File: src/rtl/core/etdq_pkg.sv
`timescale 1ns / 1ps
// ----------------------------------------------------------------------------
// etdq_pkg
// Shared types and constants of the event task dispatch queue.
// ----------------------------------------------------------------------------
package etdq_pkg;

    localparam int TASK_SLOTS_DEF  = 16;
    localparam int QUEUE_DEPTH_DEF = 16;

    localparam int EVENT_W  = 8;
    localparam int SLOT_W   = 4;
    localparam int NUM_W    = 7;
    localparam int STATUS_W = 3;
    localparam int OP_W     = 2;
    localparam int ADDR_W   = 4;
    localparam int DATA_W   = 32;

    localparam logic [NUM_W-1:0] NUM_MAX = 7'd127;

    localparam logic [EVENT_W-1:0] RST_EVENT_INVALID = 8'd0;
    localparam logic [EVENT_W-1:0] RST_EVENT_INIT    = 8'd1;
    localparam logic [NUM_W-1:0]   RST_FIRST_NUMBER  = 7'd0;

    localparam logic [1:0] REG_EVENT_INVALID = 2'd0;
    localparam logic [1:0] REG_EVENT_INIT    = 2'd1;
    localparam logic [1:0] REG_FIRST_NUMBER  = 2'd2;

    localparam logic [STATUS_W-1:0] STAT_OK       = 3'd0;
    localparam logic [STATUS_W-1:0] STAT_BAD_ARG  = 3'd1;
    localparam logic [STATUS_W-1:0] STAT_NO_SLOT  = 3'd2;
    localparam logic [STATUS_W-1:0] STAT_NOT_LIVE = 3'd3;
    localparam logic [STATUS_W-1:0] STAT_OUTSIDE  = 3'd4;
    localparam logic [STATUS_W-1:0] STAT_FULL     = 3'd5;
    localparam logic [STATUS_W-1:0] STAT_EMPTY    = 3'd6;

    typedef enum logic [OP_W-1:0] {
        OP_REGISTER,
        OP_UNREGISTER,
        OP_POST,
        OP_POLL
    } t_op;

    typedef enum logic [2:0] {
        S_IDLE,
        S_SCAN,
        S_UNREG,
        S_POST_CHK,
        S_CMP_WRAP,
        S_CMP_LO,
        S_CMP_HI,
        S_POLL
    } t_state;

endpackage

File: src/rtl/core/etdq_ram.sv
`timescale 1ns / 1ps
// ----------------------------------------------------------------------------
// etdq_ram
// Generic single write port, single read port RAM with registered read data.
// ----------------------------------------------------------------------------
module etdq_ram #(
    parameter int WIDTH = 8,
    parameter int DEPTH = 16,
    localparam int AW   = $clog2(DEPTH)
) (
    input  logic             i_clk,
    input  logic             i_we,
    input  logic [AW-1:0]    i_waddr,
    input  logic [WIDTH-1:0] i_wdata,
    input  logic             i_re,
    input  logic [AW-1:0]    i_raddr,
    output logic [WIDTH-1:0] o_rdata
);

    logic [WIDTH-1:0] r_mem [DEPTH];
    logic [WIDTH-1:0] r_rdata;

    always_ff @(posedge i_clk) begin
        if (i_we) begin
            r_mem[i_waddr] <= i_wdata;
        end
        if (i_re) begin
            r_rdata <= r_mem[i_raddr];
        end
    end

    assign o_rdata = r_rdata;

endmodule

File: src/rtl/core/event_task_dispatch_queue_unit.sv
`timescale 1ns / 1ps
// ----------------------------------------------------------------------------
// event_task_dispatch_queue_unit
// Task slot table with per-task event windows and a FIFO of pending events.
// ----------------------------------------------------------------------------
// A register scans the slots from slot 0 to the first free one, or to the last
// with a no-slot status. Unregister and poll end in S_UNREG and S_POLL; a post
// goes from S_POST_CHK through S_CMP_WRAP, S_CMP_LO and S_CMP_HI of the shared
// window comparator, or ends in S_POST_CHK when slot or event is refused.
// A new item is taken in the cycle its predecessor's result is shown.
// Synchronous reset clears the live bits and queue pointers and resets registers.
module event_task_dispatch_queue_unit
    import etdq_pkg::*;
#(
    parameter int TASK_SLOTS  = TASK_SLOTS_DEF,
    parameter int QUEUE_DEPTH = QUEUE_DEPTH_DEF
) (
    input  logic                i_clk,
    input  logic                i_rst_n,
    input  logic                psel,
    input  logic                penable,
    input  logic                pwrite,
    input  logic [ADDR_W-1:0]   paddr,
    input  logic [DATA_W-1:0]   pwdata,
    output logic [DATA_W-1:0]   prdata,
    output logic                pready,
    input  logic                start,
    output logic                busy,
    input  logic [OP_W-1:0]     i_op,
    input  logic [SLOT_W-1:0]   i_task_slot,
    input  logic [EVENT_W-1:0]  i_event_code,
    input  logic [EVENT_W-1:0]  i_window_start,
    input  logic [EVENT_W-1:0]  i_window_end,
    output logic                o_done,
    output logic [STATUS_W-1:0] o_status,
    output logic [SLOT_W-1:0]   o_out_slot,
    output logic [NUM_W-1:0]    o_out_task_number,
    output logic [EVENT_W-1:0]  o_out_event
);

    localparam int SW    = $clog2(TASK_SLOTS);
    localparam int QW    = $clog2(QUEUE_DEPTH);
    localparam int FW    = $clog2(QUEUE_DEPTH + 1);
    localparam int WIN_W = 2 * EVENT_W;
    localparam int Q_W   = SLOT_W + EVENT_W;

    t_state                r_state, n_state;
    t_op                   r_op;
    logic [SLOT_W-1:0]     r_task_slot;
    logic [EVENT_W-1:0]    r_event;
    logic [EVENT_W-1:0]    r_wstart;
    logic [EVENT_W-1:0]    r_wend;
    logic [SW-1:0]         r_idx, n_idx;
    logic [TASK_SLOTS-1:0] r_live, n_live;
    logic [NUM_W-1:0]      r_counter, n_counter;
    logic                  r_ovf, n_ovf;
    logic [QW-1:0]         r_head, n_head;
    logic [QW-1:0]         r_tail, n_tail;
    logic [FW-1:0]         r_fill, n_fill;
    logic                  r_wrap, n_wrap;
    logic                  r_ge_lo, n_ge_lo;
    logic                  r_done, n_done;
    logic [STATUS_W-1:0]   r_status, n_status;
    logic [SLOT_W-1:0]     r_oslot, n_oslot;
    logic [NUM_W-1:0]      r_onum, n_onum;
    logic [EVENT_W-1:0]    r_oev, n_oev;
    logic [EVENT_W-1:0]    r_cfg_invalid;
    logic [EVENT_W-1:0]    r_cfg_init;
    logic [NUM_W-1:0]      r_cfg_first;

    logic               w_accept;
    logic               w_cfg_we;
    logic [1:0]         w_cfg_idx;
    logic               w_win_we;
    logic               w_win_re;
    logic [WIN_W-1:0]   w_win_rdata;
    logic [EVENT_W-1:0] w_win_start;
    logic [EVENT_W-1:0] w_win_end;
    logic               w_q_we;
    logic               w_q_re;
    logic [Q_W-1:0]     w_q_rdata;
    logic [SW-1:0]      w_slot_idx;
    logic               w_slot_ok;
    logic [EVENT_W-1:0] w_cmp_a;
    logic [EVENT_W-1:0] w_cmp_b;
    logic               w_cmp_lt;
    logic               w_in_win;

    assign busy      = (r_state != S_IDLE);
    assign w_accept  = start && !busy;
    assign w_cfg_we  = psel && penable && pwrite;
    assign w_cfg_idx = paddr[3:2];
    assign pready    = 1'b1;

    assign w_slot_idx  = SW'(r_task_slot);
    assign w_slot_ok   = (32'(r_task_slot) < 32'(TASK_SLOTS));
    assign w_win_start = w_win_rdata[WIN_W-1:EVENT_W];
    assign w_win_end   = w_win_rdata[EVENT_W-1:0];
    assign w_win_re    = w_accept && (t_op'(i_op) == OP_POST);
    assign w_q_re      = w_accept && (t_op'(i_op) == OP_POLL);

    etdq_ram #(
        .WIDTH (WIN_W),
        .DEPTH (TASK_SLOTS)
    ) u_win_ram (
        .i_clk   (i_clk),
        .i_we    (w_win_we),
        .i_waddr (r_idx),
        .i_wdata ({r_wstart, r_wend}),
        .i_re    (w_win_re),
        .i_raddr (SW'(i_task_slot)),
        .o_rdata (w_win_rdata)
    );

    etdq_ram #(
        .WIDTH (Q_W),
        .DEPTH (QUEUE_DEPTH)
    ) u_queue_ram (
        .i_clk   (i_clk),
        .i_we    (w_q_we),
        .i_waddr (r_tail),
        .i_wdata ({r_task_slot, r_event}),
        .i_re    (w_q_re),
        .i_raddr (r_head),
        .o_rdata (w_q_rdata)
    );

    always_comb begin
        unique case (r_state)
            S_CMP_WRAP: begin
                w_cmp_a = w_win_end;
                w_cmp_b = w_win_start;
            end
            S_CMP_LO: begin
                w_cmp_a = r_event;
                w_cmp_b = w_win_start;
            end
            default: begin
                w_cmp_a = r_event;
                w_cmp_b = w_win_end;
            end
        endcase
    end

    assign w_cmp_lt = (w_cmp_a < w_cmp_b);
    assign w_in_win = r_wrap ? (r_ge_lo || w_cmp_lt) : (r_ge_lo && w_cmp_lt);

    always_comb begin
        n_state   = r_state;
        n_idx     = r_idx;
        n_live    = r_live;
        n_counter = r_counter;
        n_ovf     = r_ovf;
        n_head    = r_head;
        n_tail    = r_tail;
        n_fill    = r_fill;
        n_wrap    = r_wrap;
        n_ge_lo   = r_ge_lo;
        n_done    = 1'b0;
        n_status  = STAT_OK;
        n_oslot   = '0;
        n_onum    = '0;
        n_oev     = '0;
        w_win_we  = 1'b0;
        w_q_we    = 1'b0;
        unique case (r_state)
            S_IDLE: begin
                if (w_accept) begin
                    n_idx = '0;
                    unique case (t_op'(i_op))
                        OP_REGISTER:   n_state = S_SCAN;
                        OP_UNREGISTER: n_state = S_UNREG;
                        OP_POST:       n_state = S_POST_CHK;
                        OP_POLL:       n_state = S_POLL;
                    endcase
                end
            end
            S_SCAN: begin
                if (!r_live[r_idx]) begin
                    n_state = S_IDLE;
                    n_done  = 1'b1;
                    if (r_ovf || (r_counter == NUM_MAX)) begin
                        n_ovf    = 1'b1;
                        n_status = STAT_BAD_ARG;
                    end else begin
                        n_counter     = r_counter + 1'b1;
                        n_live[r_idx] = 1'b1;
                        w_win_we      = 1'b1;
                        n_oslot       = SLOT_W'(r_idx);
                        n_onum        = r_counter + 1'b1;
                    end
                end else if (r_idx == SW'(TASK_SLOTS - 1)) begin
                    n_state  = S_IDLE;
                    n_done   = 1'b1;
                    n_status = STAT_NO_SLOT;
                end else begin
                    n_idx = r_idx + 1'b1;
                end
            end
            S_UNREG: begin
                n_state = S_IDLE;
                n_done  = 1'b1;
                if (w_slot_ok) begin
                    n_live[w_slot_idx] = 1'b0;
                end else begin
                    n_status = STAT_BAD_ARG;
                end
            end
            S_POST_CHK: begin
                if (!(w_slot_ok && r_live[w_slot_idx])) begin
                    n_state  = S_IDLE;
                    n_done   = 1'b1;
                    n_status = STAT_NOT_LIVE;
                end else if ((r_event == r_cfg_invalid) || (r_event == r_cfg_init)) begin
                    n_state  = S_IDLE;
                    n_done   = 1'b1;
                    n_status = STAT_BAD_ARG;
                end else begin
                    n_state = S_CMP_WRAP;
                end
            end
            S_CMP_WRAP: begin
                n_wrap  = w_cmp_lt;
                n_state = S_CMP_LO;
            end
            S_CMP_LO: begin
                n_ge_lo = !w_cmp_lt;
                n_state = S_CMP_HI;
            end
            S_CMP_HI: begin
                n_state = S_IDLE;
                n_done  = 1'b1;
                if (!w_in_win) begin
                    n_status = STAT_OUTSIDE;
                end else if (r_fill == FW'(QUEUE_DEPTH)) begin
                    n_status = STAT_FULL;
                end else begin
                    w_q_we = 1'b1;
                    n_tail = (r_tail == QW'(QUEUE_DEPTH - 1)) ? '0 : r_tail + 1'b1;
                    n_fill = r_fill + 1'b1;
                end
            end
            S_POLL: begin
                n_state = S_IDLE;
                n_done  = 1'b1;
                if (r_fill == '0) begin
                    n_status = STAT_EMPTY;
                end else begin
                    n_oslot = w_q_rdata[Q_W-1:EVENT_W];
                    n_oev   = w_q_rdata[EVENT_W-1:0];
                    n_head  = (r_head == QW'(QUEUE_DEPTH - 1)) ? '0 : r_head + 1'b1;
                    n_fill  = r_fill - 1'b1;
                end
            end
        endcase
    end

    always_ff @(posedge i_clk) begin
        if (!i_rst_n) begin
            r_state       <= S_IDLE;
            r_idx         <= '0;
            r_live        <= '0;
            r_counter     <= RST_FIRST_NUMBER;
            r_ovf         <= 1'b0;
            r_head        <= '0;
            r_tail        <= '0;
            r_fill        <= '0;
            r_done        <= 1'b0;
            r_cfg_invalid <= RST_EVENT_INVALID;
            r_cfg_init    <= RST_EVENT_INIT;
            r_cfg_first   <= RST_FIRST_NUMBER;
        end else begin
            r_state <= n_state;
            r_idx   <= n_idx;
            r_live  <= n_live;
            r_head  <= n_head;
            r_tail  <= n_tail;
            r_fill  <= n_fill;
            r_done  <= n_done;
            if (w_cfg_we && (w_cfg_idx == REG_EVENT_INVALID)) begin
                r_cfg_invalid <= pwdata[EVENT_W-1:0];
            end
            if (w_cfg_we && (w_cfg_idx == REG_EVENT_INIT)) begin
                r_cfg_init <= pwdata[EVENT_W-1:0];
            end
            if (w_cfg_we && (w_cfg_idx == REG_FIRST_NUMBER)) begin
                r_cfg_first <= pwdata[NUM_W-1:0];
                r_counter   <= pwdata[NUM_W-1:0];
                r_ovf       <= 1'b0;
            end else begin
                r_counter <= n_counter;
                r_ovf     <= n_ovf;
            end
        end
    end

    always_ff @(posedge i_clk) begin
        if (w_accept) begin
            r_op        <= t_op'(i_op);
            r_task_slot <= i_task_slot;
            r_event     <= i_event_code;
            r_wstart    <= i_window_start;
            r_wend      <= i_window_end;
        end
        r_wrap   <= n_wrap;
        r_ge_lo  <= n_ge_lo;
        r_status <= n_status;
        r_oslot  <= n_oslot;
        r_onum   <= n_onum;
        r_oev    <= n_oev;
    end

    always_comb begin
        prdata = '0;
        case (w_cfg_idx)
            REG_EVENT_INVALID: prdata = DATA_W'(r_cfg_invalid);
            REG_EVENT_INIT:    prdata = DATA_W'(r_cfg_init);
            REG_FIRST_NUMBER:  prdata = DATA_W'(r_cfg_first);
            default:           prdata = '0;
        endcase
    end

    assign o_done            = r_done;
    assign o_status          = r_status;
    assign o_out_slot        = (r_op == OP_UNREGISTER) ? '0 : r_oslot;
    assign o_out_task_number = r_onum;
    assign o_out_event       = r_oev;

endmodule

File: config.mk
export PLATFORM = sky130hd
export DESIGN_NAME = event_task_dispatch_queue_unit
export DESIGN_NICKNAME = d
export VERILOG_FILES = /design/src/rtl/core/etdq_pkg.sv /design/src/rtl/core/etdq_ram.sv /design/src/rtl/core/event_task_dispatch_queue_unit.sv
export SDC_FILE = /design/constraint.sdc
export NUM_CORES = 1
export LEC_CHECK = 0
export BUFFER_PORTS_ARGS = -buffer_cell sky130_fd_sc_hd__buf_4
export CORE_MARGIN = 2
export CORE_UTILIZATION = 34
export CTS_CLUSTER_DIAMETER = 200
export CTS_CLUSTER_SIZE = 40
export DETAILED_ROUTE_END_ITERATION = 12
export GPL_ROUTABILITY_DRIVEN = 1
export SYNTH_ARGS = -nofsm -noshare
export SYNTH_HDL_FRONTEND = slang
export SYNTH_HIERARCHICAL = 1
export SYNTH_SLANG_ARGS = --single-unit
File: constraint.sdc
create_clock -name i_clk -period 6.6 [get_ports i_clk]
set_input_delay 1.65 -clock i_clk [delete_from_list [all_inputs] [get_ports i_clk]]
set_output_delay 1.65 -clock i_clk [all_outputs]
set_load 0.05 [all_outputs]
==> impl_metrics.json, run 1 <==
{
  "drt_pass1_iterations": 7,
  "finalPower_mw": 6.455,
  "cp-start-kind": "register",
  "wl_per_cell_um": 21.48,
  "post_cts_buffers": 0,
  "max_clock_freq_ghz": 0.2008,
  "path_max_fanout": 12,
  "cts_sinks": 598,
  "fin_tns_setup_ns": 0,
  "multi_input_area_um2": 6574,
  "status": "complete, no violations",
  "hold_viol": 0,
  "grt_usage_pct": 13.84,
  "synth-seq-area-share_pct": 70.83,
  "die_width_um": 270.1,
  "drtIter0Drc": 1035,
  "ctsHoldBuffers": 0,
  "clock_skew_ns": 0.02393,
  "port_buffers": 77,
  "rsz0062_at_grt": "no",
  "clock-root-buffer": "clkbuf_16",
  "async_flop_share_pct": 0,
  "power_leakage_nw": 8.368,
  "rows": 97,
  "slew_headroom_pct": 16.35,
  "layout_commonest_cell": "edfxtp_1",
  "via_count": 12236,
  "worstSetupEndpointType": "register",
  "io_pins": 129,
  "clkTransAtPathRegs_ns": 0.14,
  "n_antenna_cell": 0,
  "fp.coreArea_um2": 70030,
  "post-dp-hpwl_mm": 32.22,
  "critical_path_arrival_ns": 5.17,
  "final_area_um2": 26300,
  "numCtsBuffers": 18,
  "path_class": "register to register",
  "cts_resized": 0,
  "mostFrequentLayoutCells": "edfxtp_1, buf_4, nand2_1",
  "clk_latency_ns": 0.57,
  "finalSetupViolations": 0,
  "ys.warnings.count": 6,
  "drt-total-wl_mm": 51.57,
  "period_needed_ns": 4.981,
  "die_y_um": 270.1,
  "gp_congestion": 0.7733,
  "final_nets": 1545,
  "viasPerCell": 5.096,
  "n_fill_cell": 6449,
  "synth-edff-count": 508,
  "netlist_area_um2": 24080,
  "utilization_pct": 37.55,
  "hold_path_class": "register to register",
  "layout-drive-gt1-share_pct": 18.89,
  "area_growth_pct": 9.191,
  "synthFlopType": "edfxtp_1",
  "final_max_slew_viol_count": 0,
  "dpl-instance-area_um2": 25780,
  "syn_inst": 1384,
  "p_per_area_nw_per_um2": 245.5,
  "grt_pass1_wl_mm": 77.88,
  "drc_errors": 0,
  "synth_seq_cells": 598,
  "grt_max_degree": 76,
  "clk_path_buf_depth": 3,
  "worstMarginPinSlew_ns": 1.250,
  "yosysUniqueCellTypes": 66,
  "vdd_ir_drop_max_mv": 0.2620,
  "cts_tree": "built",
  "gr-total-overflow": 0,
  "start_util_pct": 34.39,
  "htreeDepth": 1,
  "antenna_found_initial": 1,
  "syn_avg_cell_area_um2": 17.40,
  "maxCapViolCount": 0,
  "drtAntennaViolNets": 0,
  "die_area_um2": 72970,
  "regArea_um2": 17060,
  "required_ns": 6.79,
  "post-route-period-util_pct": 75.47,
  "grt_pass1_vias": 12539
}
-- per-stage QoR --
| stage | worst slack, ns | cells | hold slack, ns |
|---|---|---|---|
| 2_1_floorplan | 1.692 | 1407 | 0.4178 |
| 3_5_place_dp | 1.647 | 2375 | 0.4318 |
| 6_report | 1.619 | 2401 | 0.4580 |
| 4_1_cts | 1.584 | 2401 | 0.4646 |
| 3_3_place_gp | 1.663 | 2375 | 0.4302 |
| 5_1_grt | 1.248 | 2401 | 0.4785 |
-- critical path, stage by stage, from the launching register on --
cell,delay [ns]
dfxtp_1,0.47
nor2b_1,0.17
buf_4,0.22
nor2b_1,0.64
mux2_2,0.41
ha_1,0.31
a21oi_1,0.15
a21oi_1,0.08
a2111o_1,0.37
o31a_1,0.37
clkinv_1,0.23
nand3b_1,0.19
nor2_1,0.96
-- cell type report --
class                           count  share of cell area (%)
Clock buffer                       25                   1.894
Clock inverter                      1                 0.06662
Tap cell                          940                   4.473
Inverter                           14                  0.1998
Sequential cell                   598                   64.88
Multi-Input combinational cell    701                   25.00
Timing Repair Buffer              122                   3.483
-- layer usage --
layer	up-vias	GRT usage, %	part of all wire (%)
li1	5546	-	-
met1	6398	17.96	43
met2	242	25.03	52
met3	50	1.627	3.8
met4	0	2.573	1.7
met5	-	0	0
-- Yosys cell counts (3+ instances only) --
cell       instances  area (um2)
and3_1            10       62.56
a31oi_1            6       37.54
ha_1              17       212.7
dfxtp_1           90        1802
nor2_1            47       176.4
nand4_1            3       18.77
clkbuf_1          39       146.4
nand4b_1           3       26.28
o31ai_1            7       52.55
o21ai_0           34       170.2
buf_1              8       30.03
inv_1             13       48.80
and2_1            18       112.6
nand3b_1           6       45.04
o211ai_1          10       75.07
o311ai_0           3       26.28
nor2b_1           28       175.2
a31o_2             3       26.28
xnor2_1           10       87.58
mux4_1            25       656.9
a21boi_0          15       112.6
a22oi_1           56       420.4
mux2i_1           42       420.4
mux4_2            93        2095
nand2_1           94       352.8
buf_4             29       217.7
nand2b_1          13       81.33
a21o_1             3       22.52
nor4_1             5       31.28
nor3_1            11       55.05
mux2_2            12       135.1
xor2_1            18       157.7
edfxtp_1         508       15250
nand3_1           19       95.09
buf_2              9       45.04
a21oi_1           25       125.1
o2111ai_1          3       26.28
or3_1              4       25.02
buf_6              7       78.83
-- flip-flops by register name (all words and copies together), names as in the netlist, 2 cells and up --
| register | flops |
|---|---|
| u_win_ram/r_mem | 256 |
| u_queue_ram/r_mem | 192 |
| r_live | 16 |
| u_win_ram/o_rdata | 16 |
| u_queue_ram/o_rdata | 12 |
| o_out_event | 8 |
| r_cfg_init | 8 |
| r_cfg_invalid | 8 |
| r_event | 8 |
| r_wend | 8 |
| r_wstart | 8 |
| o_out_task_number | 7 |
| r_cfg_first | 7 |
| r_counter | 7 |
| r_fill | 5 |
| r_head | 4 |
| r_idx | 4 |
| r_oslot | 4 |
| r_tail | 4 |
| r_task_slot | 4 |
| o_status | 3 |
| r_state | 3 |
| r_op | 2 |
-- cells by family (layout without fill, tap and decap cells) --
group,Yosys count,after routing,synth area share (%)
flip-flops,598,598,70.83
other,2,25,0.03119
AO/OA/AOI/OAI,187,187,5.315
AND/OR/NAND/NOR,269,269,5.487
buffers and inverters,108,162,2.535
multiplexers,173,173,13.78
XOR/XNOR,28,28,1.018
adder cells (fa/ha/maj),19,19,1.008
-- path summary, 6_finish.rpt --
kind | from | end | slack [ns] | cells after the start
hold reg to reg | u_queue_ram/o_rdata[5]$_DFFE_PP_ | o_out_event[5]$_SDFF_PN0_ | 0.46 | 1
setup reg to reg | r_state[2]$_SDFFE_PN0P_ | u_queue_ram/r_mem[7][9]$_DFFE_PP_ | 1.62 | 12
setup / recovery | r_state[2]$_SDFFE_PN0P_ | u_queue_ram/r_mem[7][9]$_DFFE_PP_ | 1.62 | 12
hold / removal | u_queue_ram/o_rdata[5]$_DFFE_PP_ | o_out_event[5]$_SDFF_PN0_ | 0.46 | 1
-- power by group --
part	leakage, nW	internal [mW]	switching [mW]
clock	0.254	0.559	1.03
sequential	5.31	4.25	0.113
combinational	2.80	0.167	0.343
Note: power is estimated with default switching activity, not from simulation.
==> run 2: changes to the inputs <==
--- a/config.mk
+++ b/config.mk
@@ -5,6 +5,7 @@
 export SDC_FILE = /design/constraint.sdc
 export NUM_CORES = 1
 export LEC_CHECK = 0
+export ABC_AREA = 1
 export BUFFER_PORTS_ARGS = -buffer_cell sky130_fd_sc_hd__buf_4
 export CORE_MARGIN = 2
 export CORE_UTILIZATION = 34
==> constraint.sdc (replaced) <==
create_clock -name i_clk -period 4.1 [get_ports i_clk]
set_input_delay 1.025 -clock i_clk [delete_from_list [all_inputs] [get_ports i_clk]]
set_output_delay 1.025 -clock i_clk [all_outputs]
set_load 0.05 [all_outputs]
==> impl_metrics.json, run 2 <==
{
  "port_buffers": 77,
  "holdCritStartpoint": "u_queue_ram/o_rdata[4]$_DFFE_PP_",
  "synthTopCellsByCount": "nand2_1, edfxtp_1, inv_1",
  "io_pins": 129,
  "final_cells": 3793,
  "synthSimpleGateAreaFrac_pct": 20.83,
  "synth_seq_cells": 598,
  "htreeDepth": 1,
  "gr-total-overflow": 0,
  "min_to": "o_out_event[4]$_SDFF_PN0_",
  "slew_headroom_pct": 19.70,
  "finalSetupViolations": 0,
  "busiest_layer": "met2",
  "final_area_um2": 28770,
  "synthFlopType": "edfxtp_1",
  "clock_skew_ns": 0.02148,
  "clk_latency_ns": 0.58,
  "max_clock_freq_ghz": 0.2831,
  "drc_errors": 0,
  "synth_most_common_cell": "nand2_1",
  "rr_startpoint": "r_state[1]$_SDFFE_PN0P_",
  "syn_avg_cell_area_um2": 9.870,
  "dpl-instance-area_um2": 28240,
  "cts_sinks": 598,
  "grt_pass1_wl_mm": 95.26,
  "r2r_slack_ns": 0.57,
  "synth.top_cells.by_area": "edfxtp_1, nand2_1, nand3_1",
  "grtUsageMet1_pct": 21.60,
  "worstSetupEndpointType": "register",
  "synth-edff-count": 508,
  "timing.final.ws_setup_ns": 0.5676,
  "status": "complete, no violations",
  "rsz0062_at_grt": "no",
  "grtUsageMet2_pct": 26.45,
  "area_growth_pct": 8.976,
  "regArea_um2": 17060,
  "grt_max_degree": 97,
  "dp.cells": 3761,
  "post-dp-hpwl_mm": 40.19,
  "path_class": "register to register",
  "clock-root-buffer": "clkbuf_16",
  "utilization_pct": 37.26,
  "syn_inst": 2675,
  "cts_tree": "built",
  "path_max_fanout": 16,
  "p_per_area_nw_per_um2": 376.6,
  "clkTransAtPathRegs_ns": 0.15,
  "die_width_um": 282.7,
  "drtAntennaViolNets": 0,
  "numCtsBuffers": 18,
  "layout_commonest_cell": "nand2_1",
  "required_ns": 4.38,
  "wl_per_cell_um": 16.52,
  "final_max_slew_viol_count": 0,
  "synth_top_family_by_area": "simple AND/OR/NAND/NOR gates",
  "grt_usage_pct": 15.57,
  "post-route-period-util_pct": 86.16,
  "worstMarginPinSlew_ns": 1.203,
  "finalPower_mw": 10.83,
  "fp.coreArea_um2": 77210,
  "maxCapViolCount": 0,
  "vdd_ir_drop_max_mv": 0.2966,
  "drt_pass1_iterations": 5,
  "yosysTopAreaCellShare_pct": 57.78,
  "viasPerCell": 4.643,
  "drt-total-wl_mm": 62.68,
  "yosys-mux-area-fraction_pct": 0,
  "multi_input_area_um2": 6984,
  "async_flop_share_pct": 0,
  "hold_viol": 0,
  "whs_ns": 0.4814,
  "gp_congestion": 0.8343,
  "ys.warnings.count": 6,
  "via_count": 17612,
  "whs_path_depth": 2,
  "grt_util_met3_pct": 1.751,
  "period_needed_ns": 3.532,
  "die_area_um2": 79900,
  "cp-start-kind": "register",
  "place_worst_setup_slack_ns": 0.6060,
  "drtIter0Drc": 1539,
  "n_fill_cell": 7640,
  "die_y_um": 282.7,
  "top_regs": "u_win_ram/r_mem (256), u_queue_ram/r_mem (192)",
  "post_cts_buffers": 0,
  "yosysUniqueCellTypes": 51,
  "start_util_pct": 34.19,
  "synth-seq-area-share_pct": 64.60,
  "antenna_found_initial": 0,
  "r2r_cells": 14,
  "critical_path_arrival_ns": 3.81,
  "mostFrequentLayoutCells": "nand2_1, edfxtp_1, inv_1",
  "layout-drive-gt1-share_pct": 7.955,
  "rows": 102,
  "synthAdderAreaFrac_pct": 0.8815,
  "n_antenna_cell": 0,
  "power_leakage_nw": 11.88,
  "clk_path_buf_depth": 3,
  "yosysTopAreaCell": "edfxtp_1",
  "grt_pass1_vias": 16072,
  "fin_tns_setup_ns": 0,
  "cts_resized": 0,
  "netlist_area_um2": 26400,
  "synth_xor_area_share_pct": 0.7630,
  "regMostFlops": "u_win_ram/r_mem",
  "r2r_end": "u_queue_ram/r_mem[4][5]$_DFFE_PP_",
  "ctsHoldBuffers": 0,
  "final_nets": 2831,
  "synth_compound_area_share_pct": 3.422,
  "largest_register_ffs": 256,
  "hold_path_class": "register to register"
}
==> run 2: cell count changes in the layout (fill, tap and decap cells not counted), moves of 26 or more <==
cell / delta
mux4_2: -93
mux2i_1: -42
nor2b_1: -26
nor2_1: +79
buf_4: +27
inv_1: +431
nand3_1: +361
o21ai_0: +31
nand2_1: +639
a22oi_1: -48
==> run 2: where the power goes <==
part           internal, mW  leakage, nW  switching (mW)
Sequential             6.86         5.31           0.176
Clock                 0.909        0.256            1.72
Combinational         0.305         6.31           0.864
Total                  8.08         11.9            2.76
==> run 2: routing by layer <==
layer | vias to the layer above | share of wire [%] | wire, um
li1 | 8741 | - | -
met1 | 8365 | 45 | 27960
met2 | 459 | 48 | 30320
met3 | 47 | 5.3 | 3334
met4 | 0 | 1.7 | 1058
met5 | - | 0 | 0
==> run 2: worst max-delay path by stage <==
stage	from	endpoint	slack (ns)	cells past startpoint
after floorplan	start	u_win_ram/o_rdata[0]$_DFFE_PP_	0.48	4
after global placement	r_state[1]$_SDFFE_PN0P_	u_queue_ram/r_mem[4][0]$_DFFE_PP_	0.64	14
after detailed placement	r_state[1]$_SDFFE_PN0P_	u_queue_ram/r_mem[4][1]$_DFFE_PP_	0.61	14
after CTS	r_state[1]$_SDFFE_PN0P_	u_queue_ram/r_mem[4][3]$_DFFE_PP_	0.56	14
after global routing	r_state[1]$_SDFFE_PN0P_	u_queue_ram/r_mem[4][5]$_DFFE_PP_	0.05	14
final	r_state[1]$_SDFFE_PN0P_	u_queue_ram/r_mem[4][5]$_DFFE_PP_	0.57	14
==> run 2: layout make-up <==
cell class              instances  area share [%]
clock buffers                  32           1.857
inverters                     455           5.949
multi-input cells            1516           24.27
flip-flops and latches        598           59.30
well taps                    1040           4.523
repair buffers                152           4.097
==> run 2: critical path, cell delays in order, from the launching register on <==
cell and delay (ns):
dfxtp_1 0.40, nor2_1 0.21, nand2_1 0.32, o21ai_0 0.27, ha_1 0.28, a21oi_1 0.13
nor2_1 0.06, nor3b_1 0.26, nand3_1 0.16, nand2_2 0.12, nand3_2 0.19, inv_2 0.20
nand3b_1 0.16, nor2_1 0.23, buf_4 0.24
==> run 2: cells by family after synthesis <==
| logic type | Yosys count |
|---|---|
| AO/OA/AOI/OAI | 156 |
| XOR/XNOR | 23 |
| adder cells (fa/ha/maj) | 18 |
| buffers and inverters | 584 |
| flip-flops | 598 |
| other | 2 |
| AND/OR/NAND/NOR | 1294 |
